==> config.mk <==
export PLATFORM = sky130hd
export DESIGN_NAME = sliding_window_min_max_flat
export DESIGN_NICKNAME = d
export VERILOG_FILES = /design/src/design/swmm_pkg.sv /design/src/design/swmm_ifs.sv /design/src/design/swmm_ram.sv /design/src/design/swmm_datapath.sv /design/src/design/swmm_controller.sv /design/src/design/sliding_window_min_max.sv /design/src/flat_wrapper.sv
export SDC_FILE = /design/constraint.sdc
export NUM_CORES = 1
export LEC_CHECK = 0
export ABC_CLOCK_PERIOD_IN_PS = 5500
export BUFFER_PORTS_ARGS = -buffer_cell sky130_fd_sc_hd__buf_2
export CORE_MARGIN = 2
export CORE_UTILIZATION = 63
export DETAILED_ROUTE_END_ITERATION = 10
export MAX_ROUTING_LAYER = met4
export PLACE_DENSITY = 0.8
export SLEW_MARGIN = 20
export SYNTH_ARGS = -nofsm -noshare
export SYNTH_HDL_FRONTEND = slang
export SYNTH_HIERARCHICAL = 1
export SYNTH_SLANG_ARGS = --single-unit
export TNS_END_PERCENT = 1
==> constraint.sdc <==
create_clock -name clock -period 5.5 [get_ports clock]
set_input_delay 1.65 -clock clock [delete_from_list [all_inputs] [get_ports clock]]
set_output_delay 1.65 -clock clock [all_outputs]
set_load 0.01 [all_outputs]
==> src/design/swmm_pkg.sv <==
`default_nettype none

package swmm_pkg;

   localparam int SAMPLE_W = 16;
   localparam int CSR_W    = 6;

   typedef logic signed [SAMPLE_W-1:0] sample_type;
   typedef logic [CSR_W-1:0]           csr_type;

   // window length after reset
   localparam csr_type WINDOW_RESET = 6'd30;

   // commands from the controller to the datapath
   typedef struct packed {
      logic load;
      logic fill;
      logic write_new;
      logic scan;
      logic out_load;
   } swmm_cmd_type;

   // status from the datapath to the controller
   typedef struct packed {
      logic cnt_last;
   } swmm_sts_type;

endpackage

`default_nettype wire

==> src/design/swmm_ifs.sv <==
`default_nettype none

// sample channel
interface swmm_req_if import swmm_pkg::*; ();
   logic       valid;
   logic       ready;
   sample_type sample;

   modport source (output valid, output sample, input ready);
   modport sink   (input valid, input sample, output ready);
endinterface

// min and max channel
interface swmm_rsp_if import swmm_pkg::*; ();
   logic       valid;
   logic       ready;
   sample_type window_min;
   sample_type window_max;

   modport source (output valid, output window_min, output window_max, input ready);
   modport sink   (input valid, input window_min, input window_max, output ready);
endinterface

`default_nettype wire

==> src/design/swmm_ram.sv <==
`default_nettype none

module swmm_ram #(
   parameter int WIDTH = 16,
   parameter int DEPTH = 32
) (
   input  wire logic                     clock,
   input  wire logic                     we,
   input  wire logic [$clog2(DEPTH)-1:0] waddr,
   input  wire logic [WIDTH-1:0]         wdata,
   input  wire logic [$clog2(DEPTH)-1:0] raddr,
   output logic      [WIDTH-1:0]         rdata
);

   logic [WIDTH-1:0] mem_ff [DEPTH];

   // one write port, registered read port
   always_ff @(posedge clock) begin
      if (we) begin
         mem_ff[waddr] <= wdata;
      end
      rdata <= mem_ff[raddr];
   end

endmodule

`default_nettype wire

==> src/design/swmm_datapath.sv <==
`default_nettype none

module swmm_datapath import swmm_pkg::*; #(
   parameter int MAX_WINDOW = 32
) (
   input  wire logic         clock,
   input  wire logic         reset,
   input  wire logic         csr_we,
   input  wire csr_type      csr_wdata,
   input  wire sample_type   req_sample,
   input  wire swmm_cmd_type cmd,
   output swmm_sts_type      sts,
   output sample_type        rsp_window_min,
   output sample_type        rsp_window_max
);

   localparam int PTR_W = $clog2(MAX_WINDOW);

   typedef logic [PTR_W-1:0] ptr_type;

   csr_type    window_len_ff, window_len_in;
   ptr_type    ptr_ff, ptr_in;
   logic       rd_vld_ff, rd_vld_in;
   ptr_type    cnt_ff, cnt_in;
   ptr_type    len_m1_ff, len_m1_in;
   sample_type sample_ff, sample_in;
   sample_type lo_ff, lo_in;
   sample_type hi_ff, hi_in;
   sample_type min_out_ff, min_out_in;
   sample_type max_out_ff, max_out_in;

   ptr_type    len_m1;
   ptr_type    slot;
   ptr_type    slot_next;
   logic       ram_we;
   ptr_type    ram_waddr;
   sample_type ram_rdata;

   // effective length minus one: zero acts as one, clamp at the store depth
   always_comb begin
      if (window_len_ff == '0) begin
         len_m1 = '0;
      end else if (32'(window_len_ff) > MAX_WINDOW) begin
         len_m1 = PTR_W'(MAX_WINDOW - 1);
      end else begin
         len_m1 = PTR_W'(32'(window_len_ff) - 32'd1);
      end
   end

   // slot for the new sample and the pointer after it
   assign slot      = (ptr_ff > len_m1_ff) ? '0 : ptr_ff;
   assign slot_next = (slot == len_m1_ff) ? '0 : slot + 1'b1;

   assign sts.cnt_last = (cnt_ff == len_m1_ff);

   // window store
   assign ram_we    = cmd.fill | cmd.write_new;
   assign ram_waddr = cmd.fill ? cnt_ff : slot;

   swmm_ram #(
      .WIDTH (SAMPLE_W),
      .DEPTH (MAX_WINDOW)
   ) u_store (
      .clock (clock),
      .we    (ram_we),
      .waddr (ram_waddr),
      .wdata (sample_ff),
      .raddr (cnt_ff),
      .rdata (ram_rdata)
   );

   // next-state logic
   always_comb begin
      window_len_in = csr_we ? csr_wdata : window_len_ff;

      ptr_in = ptr_ff;
      if (cmd.fill && sts.cnt_last) begin
         ptr_in = '0;
      end else if (cmd.write_new) begin
         ptr_in = slot_next;
      end

      rd_vld_in = cmd.scan;

      cnt_in = cnt_ff;
      if (cmd.load) begin
         cnt_in = '0;
      end else if (cmd.fill || cmd.scan) begin
         cnt_in = cnt_ff + 1'b1;
      end

      len_m1_in = cmd.load ? len_m1 : len_m1_ff;
      sample_in = cmd.load ? req_sample : sample_ff;

      // running min and max, seeded with the new sample
      lo_in = lo_ff;
      hi_in = hi_ff;
      if (cmd.load) begin
         lo_in = req_sample;
         hi_in = req_sample;
      end else if (rd_vld_ff) begin
         if (ram_rdata < lo_ff) begin
            lo_in = ram_rdata;
         end
         if (ram_rdata > hi_ff) begin
            hi_in = ram_rdata;
         end
      end

      min_out_in = cmd.out_load ? lo_ff : min_out_ff;
      max_out_in = cmd.out_load ? hi_ff : max_out_ff;
   end

   // control registers
   always_ff @(posedge clock) begin
      if (reset) begin
         window_len_ff <= WINDOW_RESET;
         ptr_ff        <= '0;
         rd_vld_ff     <= 1'b0;
      end else begin
         window_len_ff <= window_len_in;
         ptr_ff        <= ptr_in;
         rd_vld_ff     <= rd_vld_in;
      end
   end

   // payload registers
   always_ff @(posedge clock) begin
      cnt_ff     <= cnt_in;
      len_m1_ff  <= len_m1_in;
      sample_ff  <= sample_in;
      lo_ff      <= lo_in;
      hi_ff      <= hi_in;
      min_out_ff <= min_out_in;
      max_out_ff <= max_out_in;
   end

   assign rsp_window_min = min_out_ff;
   assign rsp_window_max = max_out_ff;

endmodule

`default_nettype wire

==> src/design/swmm_controller.sv <==
`default_nettype none

module swmm_controller import swmm_pkg::*; (
   input  wire logic         clock,
   input  wire logic         reset,
   input  wire logic         req_valid,
   output logic              req_ready,
   output logic              rsp_valid,
   input  wire logic         rsp_ready,
   output swmm_cmd_type      cmd,
   input  wire swmm_sts_type sts
);

   typedef enum logic [2:0] {
      IDLE,
      FILL,
      WRITE,
      SCAN,
      DRAIN,
      DONE
   } state_type;

   state_type state_ff, state_in;
   logic      primed_ff, primed_in;
   logic      rsp_valid_ff, rsp_valid_in;

   // sequencing and commands
   always_comb begin
      state_in  = state_ff;
      primed_in = primed_ff;
      cmd       = '0;
      req_ready = 1'b0;

      unique case (state_ff)
         IDLE: begin
            req_ready = 1'b1;
            if (req_valid) begin
               cmd.load = 1'b1;
               state_in = primed_ff ? WRITE : FILL;
            end
         end
         FILL: begin
            cmd.fill = 1'b1;
            if (sts.cnt_last) begin
               primed_in = 1'b1;
               state_in  = DONE;
            end
         end
         WRITE: begin
            cmd.write_new = 1'b1;
            state_in      = SCAN;
         end
         SCAN: begin
            cmd.scan = 1'b1;
            if (sts.cnt_last) begin
               state_in = DRAIN;
            end
         end
         DRAIN: begin
            state_in = DONE;
         end
         DONE: begin
            if (!rsp_valid_ff || rsp_ready) begin
               cmd.out_load = 1'b1;
               state_in     = IDLE;
            end
         end
         default: begin
            state_in = IDLE;
         end
      endcase

      rsp_valid_in = cmd.out_load | (rsp_valid_ff & ~rsp_ready);
   end

   // state and registered outputs
   always_ff @(posedge clock) begin
      if (reset) begin
         state_ff     <= IDLE;
         primed_ff    <= 1'b0;
         rsp_valid_ff <= 1'b0;
      end else begin
         state_ff     <= state_in;
         primed_ff    <= primed_in;
         rsp_valid_ff <= rsp_valid_in;
      end
   end

   assign rsp_valid = rsp_valid_ff;

endmodule

`default_nettype wire

==> src/design/sliding_window_min_max.sv <==
// Sliding-window minimum and maximum over the most recent samples.
// req_ch carries one signed 16-bit sample per transaction; rsp_ch returns one
// transaction per sample with the window minimum and maximum, in order.
// csr_we/csr_wdata set the window length (1..MAX_WINDOW, 0 acts as 1, larger
// values clamp to MAX_WINDOW); write it only while no sample is in flight.
// The samples sit in a single-port-write RAM of MAX_WINDOW entries that is
// scanned one entry per cycle, so that memory port sets the rate.
// The first sample after reset fills all L slots and then loads the output
// register; later samples take one write, L reads, one read drain and one
// output load, L being the effective length.
// A new sample is accepted in the cycle after its predecessor's result is
// loaded into the output register, even while that result is still waiting.
// If rsp_ch stalls, the result is held and the block waits with the next
// result ready until the output register frees.
// Reset clears the pointer, the primed flag and the output valid, and sets the
// window length to 30; the store itself needs no clearing pass.
`default_nettype none

module sliding_window_min_max import swmm_pkg::*; #(
   parameter int MAX_WINDOW = 32
) (
   input  wire logic   clock,
   input  wire logic   reset,
   swmm_req_if.sink    req_ch,
   swmm_rsp_if.source  rsp_ch,
   input  wire logic   csr_we,
   input  wire csr_type csr_wdata
);

   swmm_cmd_type cmd;
   swmm_sts_type sts;

   // sequencer
   swmm_controller u_ctrl (
      .clock     (clock),
      .reset     (reset),
      .req_valid (req_ch.valid),
      .req_ready (req_ch.ready),
      .rsp_valid (rsp_ch.valid),
      .rsp_ready (rsp_ch.ready),
      .cmd       (cmd),
      .sts       (sts)
   );

   // store, pointer and min/max scan
   swmm_datapath #(
      .MAX_WINDOW (MAX_WINDOW)
   ) u_dp (
      .clock          (clock),
      .reset          (reset),
      .csr_we         (csr_we),
      .csr_wdata      (csr_wdata),
      .req_sample     (req_ch.sample),
      .cmd            (cmd),
      .sts            (sts),
      .rsp_window_min (rsp_ch.window_min),
      .rsp_window_max (rsp_ch.window_max)
   );

endmodule

`default_nettype wire

==> src/flat_wrapper.sv <==
// flat-port wrapper written by rule: the top's interface ports become plain ports
module sliding_window_min_max_flat import swmm_pkg::*;
#(
   parameter int MAX_WINDOW = 32
)
  (clock, reset, csr_we, csr_wdata, req_ch_valid, req_ch_sample, req_ch_ready, rsp_ch_valid, rsp_ch_window_min, rsp_ch_window_max, rsp_ch_ready);
  swmm_req_if req_ch_i ();
  swmm_rsp_if rsp_ch_i ();
  input  wire logic clock;
  input  wire logic reset;
  input  wire logic csr_we;
  input  wire csr_type csr_wdata;
  input wire logic [$bits(req_ch_i.valid)-1:0] req_ch_valid;
  input wire logic [$bits(req_ch_i.sample)-1:0] req_ch_sample;
  output wire logic [$bits(req_ch_i.ready)-1:0] req_ch_ready;
  output wire logic [$bits(rsp_ch_i.valid)-1:0] rsp_ch_valid;
  output wire logic [$bits(rsp_ch_i.window_min)-1:0] rsp_ch_window_min;
  output wire logic [$bits(rsp_ch_i.window_max)-1:0] rsp_ch_window_max;
  input wire logic [$bits(rsp_ch_i.ready)-1:0] rsp_ch_ready;
  assign req_ch_i.valid = req_ch_valid;
  assign req_ch_i.sample = req_ch_sample;
  assign req_ch_ready = req_ch_i.ready;
  assign rsp_ch_valid = rsp_ch_i.valid;
  assign rsp_ch_window_min = rsp_ch_i.window_min;
  assign rsp_ch_window_max = rsp_ch_i.window_max;
  assign rsp_ch_i.ready = rsp_ch_ready;
  sliding_window_min_max #(.MAX_WINDOW(MAX_WINDOW)) u_core (.clock(clock), .reset(reset), .req_ch(req_ch_i), .rsp_ch(rsp_ch_i), .csr_we(csr_we), .csr_wdata(csr_wdata));
endmodule
==> impl_metrics.prom <==
# TYPE chip_impl_metric gauge
chip_impl_metric{name="clk_transition_reported_paths",unit="ns"} 0.06
chip_impl_metric{name="post-place-ws",unit="ns"} 1.51
chip_impl_info{name="crit_path_start_kind",value="flop"} 1
chip_impl_metric{name="endpoint_required_time_on_the_critical_path",unit="ns"} 5.74
chip_impl_metric{name="numCtsBuffers",unit=""} 60
chip_impl_metric{name="worst_pin_slew",unit="ns"} 1.07
chip_impl_metric{name="place.detailed.instances",unit=""} 2108
chip_impl_metric{name="floorplan.initialDensity",unit=""} 0.643
chip_impl_metric{name="dpl_cell_area",unit="um2"} 26500
chip_impl_metric{name="final-hold-violation-count",unit=""} 0
chip_impl_metric{name="initialDrtViolationCount",unit=""} 1453
chip_impl_metric{name="die_h",unit="um"} 206
chip_impl_metric{name="final.setup.tns",unit="ns"} 0
chip_impl_metric{name="place.port_buffers",unit=""} 60
chip_impl_metric{name="drive_above_1_share",unit=""} 0.147
chip_impl_metric{name="synth_edf_count",unit=""} 597
chip_impl_info{name="synth.cells.most_frequent",value="edfxtp_1, mux2i_1, a22oi_1"} 1
chip_impl_metric{name="power_leakage",unit="nW"} 9.74
chip_impl_metric{name="die-area",unit="um2"} 42300
chip_impl_info{name="slowest_stage",value="o21ai_0"} 1
chip_impl_metric{name="critical_path_arrival",unit="ns"} 4.00
chip_impl_metric{name="syn_nets",unit=""} 1613
chip_impl_metric{name="core.rowCount",unit=""} 73
chip_impl_info{name="ctsRootBufferMaster",value="clkbuf_16"} 1
chip_impl_metric{name="largest_buffer_count_on_any_clock_path",unit=""} 3
chip_impl_info{name="worst_setup_path_type",value="reg2reg"} 1
chip_impl_metric{name="timing_max_transition_violations_final",unit=""} 0
chip_impl_metric{name="ys_seq_elements",unit=""} 635
chip_impl_metric{name="finalWirelength",unit="mm"} 54.4
chip_impl_metric{name="async_flop_share",unit=""} 0
chip_impl_metric{name="final_critical_path_setup_slack",unit="ns"} 1.74
chip_impl_metric{name="cts_h_tree_depth",unit=""} 2
chip_impl_metric{name="antenna_left",unit=""} 0
chip_impl_metric{name="final_net_count",unit=""} 1716
chip_impl_info{name="cts_tree",value="done"} 1
chip_impl_metric{name="synth-seq-area-share",unit=""} 0.729
chip_impl_metric{name="period_needed",unit="ns"} 3.76
chip_impl_metric{name="avgRoutedWirePerCell",unit="um"} 24.5
chip_impl_metric{name="synth_top_area_share",unit=""} 0.699
chip_impl_metric{name="slew-limit-headroom",unit=""} 0.282
chip_impl_metric{name="diodes",unit=""} 0
chip_impl_metric{name="finalWeightedCongestion",unit=""} 0.856
chip_impl_metric{name="crit_fanout",unit=""} 16
chip_impl_metric{name="fin_cells",unit=""} 2221
chip_impl_metric{name="fmax",unit="MHz"} 266
chip_impl_metric{name="whs",unit="ns"} 0.454
chip_impl_metric{name="worstSkewPairLatency",unit="ns"} 0.62
chip_impl_info{name="post_synth_main_area_contributors",value="edfxtp_1, mux2i_1, dfxtp_1, ha_1, a22oi_1"} 1
chip_impl_info{name="critPathCaptureType",value="flop"} 1
chip_impl_metric{name="count_of_distinct_cell_types_in_the_synthesized_netlist",unit=""} 69
chip_impl_info{name="outcome",value="finished clean"} 1
chip_impl_metric{name="post_drt_via_cell_ratio",unit=""} 6.31
chip_impl_info{name="min-delay-path-class",value="reg2reg"} 1
chip_impl_metric{name="warnings_synthesis",unit=""} 6
chip_impl_metric{name="globalRoute.totalOverflow",unit=""} 0
chip_impl_info{name="cp_common_cell",value="nand2_1"} 1
chip_impl_metric{name="floorplan.die.width",unit="um"} 206
chip_impl_metric{name="slowest_delay",unit="ns"} 0.73
chip_impl_metric{name="antenna_found_initial",unit=""} 0
chip_impl_metric{name="max-cap-violations",unit=""} 0
chip_impl_metric{name="numClockSinks",unit=""} 635
chip_impl_metric{name="power.density",unit="nW/um2"} 393
chip_impl_metric{name="grtUsageTotal",unit=""} 0.267
chip_impl_metric{name="timing.final.setup_violations",unit=""} 0
chip_impl_metric{name="dr_total_vias",unit=""} 14000
chip_impl_metric{name="hold_buffers",unit=""} 0
chip_impl_info{name="yosys_most_used_dff",value="edfxtp_1"} 1
chip_impl_info{name="rsz0062_at_grt",value="false"} 1
chip_impl_metric{name="detail_route.first_pass.iterations",unit=""} 5
chip_impl_metric{name="synthesis.area_per_instance",unit="um2"} 16.6
chip_impl_info{name="timing.critical_path.cells",value="ha_1 -> a21oi_1 -> o221ai_2 -> nand2_1 -> nand2_1 -> o21ai_0 -> nand3_1 -> nor2_2"} 1
chip_impl_metric{name="postCtsSetupBuffers",unit=""} 0
chip_impl_metric{name="cts_resized",unit=""} 0
chip_impl_info{name="synth_top_cell_by_area",value="edfxtp_1"} 1
chip_impl_metric{name="detailed_place_hpwl",unit="mm"} 32.5
chip_impl_info{name="synthMostInstantiatedCell",value="edfxtp_1"} 1
chip_impl_metric{name="vias_in_the_first_global_route",unit=""} 13600
chip_impl_metric{name="gate_count_after_technology_mapping",unit=""} 1547
chip_impl_metric{name="skew",unit="ns"} 0.0181
chip_impl_metric{name="drcViolationCount",unit=""} 0
chip_impl_metric{name="area_grow_syn2layout",unit="%"} 10.7
chip_impl_metric{name="grt_max_degree",unit=""} 132
chip_impl_metric{name="timing.final.crit_share",unit=""} 0.684
chip_impl_metric{name="ir_drop",unit="V"} 0.000360
chip_impl_metric{name="syn_area",unit="um2"} 25600
chip_impl_metric{name="post-route-cell-area",unit="um2"} 28400
chip_impl_metric{name="core-area",unit="um2"} 39900
chip_impl_metric{name="global_route_wire_length_before_repair",unit="mm"} 81.0
chip_impl_metric{name="io-pin-count",unit=""} 61
-- state kept, by name, summed over array words and instances (netlist names) --
register,flops
u_core/u_dp/sample_ff,16
u_core/u_dp/u_store/mem_ff,512
u_core/u_ctrl/primed_ff,1
u_core/u_dp/len_m1_ff,5
u_core/u_dp/hi_ff,16
u_core/u_dp/rd_vld_ff,1
u_core/u_dp/rsp_window_min,16
u_core/u_dp/ptr_ff,5
u_core/u_ctrl/state_ff,3
u_core/u_dp/cnt_ff,5
u_core/u_ctrl/rsp_valid,1
u_core/u_dp/window_len_ff,6
u_core/u_dp/u_store/rdata,16
u_core/u_dp/rsp_window_max,16
u_core/u_dp/lo_ff,16
-- report_power, final --
group | internal, mW | switching (mW) | total [mW]
clock network | 2.17 | 1.70 | 3.87
logic | 0.686 | 0.991 | 1.68
registers | 5.47 | 0.159 | 5.63
total | 8.33 | 2.85 | 11.2
-- cell type report --
type	count	area, um2
clock buffers	73	1610
fillers	2407	11500
clock inverters	35	241
multi-input cells	788	6230
repair buffers	118	798
flip-flops and latches	635	18700
well taps	525	657
inverters	47	178
-- logic make-up after synthesis --
family / synth area share
AOI/OAI and AO/OA: 0.0604
xor gates and xnor gates: 0.00478
adders and majority gates: 0.0190
buffers and inverters: 0.0304
DFF: 0.729
muxes: 0.109
and+or+nand+nor: 0.0475
-- routing by layer --
layer  wire (um)  vias up  global-route usage
met5           0        -                   -
met4        2000        0               0.106
met3        4180       98              0.0350
met2       26200      671               0.416
met1       22000     6997               0.363
li1            -     6255                   -
-- cells in the final DEF (no fill, tap or decap), drive strengths merged, types with 17 or more instances in the layout --
| cell | count |
|---|---|
| a31oi | 22 |
| nand2 | 56 |
| a22o | 34 |
| nand3 | 38 |
| mux2 | 17 |
| dfxtp | 38 |
| a21oi | 48 |
| nand4 | 24 |
| inv | 47 |
| mux2i | 261 |
| buf | 118 |
| ha | 39 |
| nor2 | 56 |
| a22oi | 64 |
| nor3 | 21 |
| clkinv | 27 |
| clkbuf | 73 |
| edfxtp | 597 |
| o21ai | 18 |
-- through the flow --
| step | power, mW | utilization |
|---|---|---|
| CTS | 11.2 | 0.709 |
| global placement | 7.31 | 0.663 |
| detailed placement | 7.36 | 0.663 |
| global route | 11.6 | 0.712 |
| floorplan | 6.97 | - |
| finish | 11.2 | 0.712 |
-- critical path, delay by kind of cell, from the launching register on --
kind                       cells  cell delay [ns]
DFF                            1             0.51
adders and majority gates      1             0.32
and+or+nand+nor                4             1.37
AOI/OAI and AO/OA              3             1.19
-- worst paths after layout --
check | startpoint | to | slack, ns | cells past startpoint
worst max-delay path | u_core/u_dp/ptr_ff[2]$_SDFFE_PP0P_ | u_core/u_dp/u_store/mem_ff[30][7]$_DFFE_PP_ | 1.74 | 8
worst min register to register | u_core/u_dp/hi_ff[1]$_DFFE_PP_ | u_core/u_dp/rsp_window_max[1]$_DFFE_PP_ | 0.45 | 0
worst min-delay path | u_core/u_dp/hi_ff[1]$_DFFE_PP_ | u_core/u_dp/rsp_window_max[1]$_DFFE_PP_ | 0.45 | 0
worst max register to register | u_core/u_dp/ptr_ff[2]$_SDFFE_PP0P_ | u_core/u_dp/u_store/mem_ff[30][7]$_DFFE_PP_ | 1.74 | 8
No activity file was read; power rests on OpenSTA's default activity.
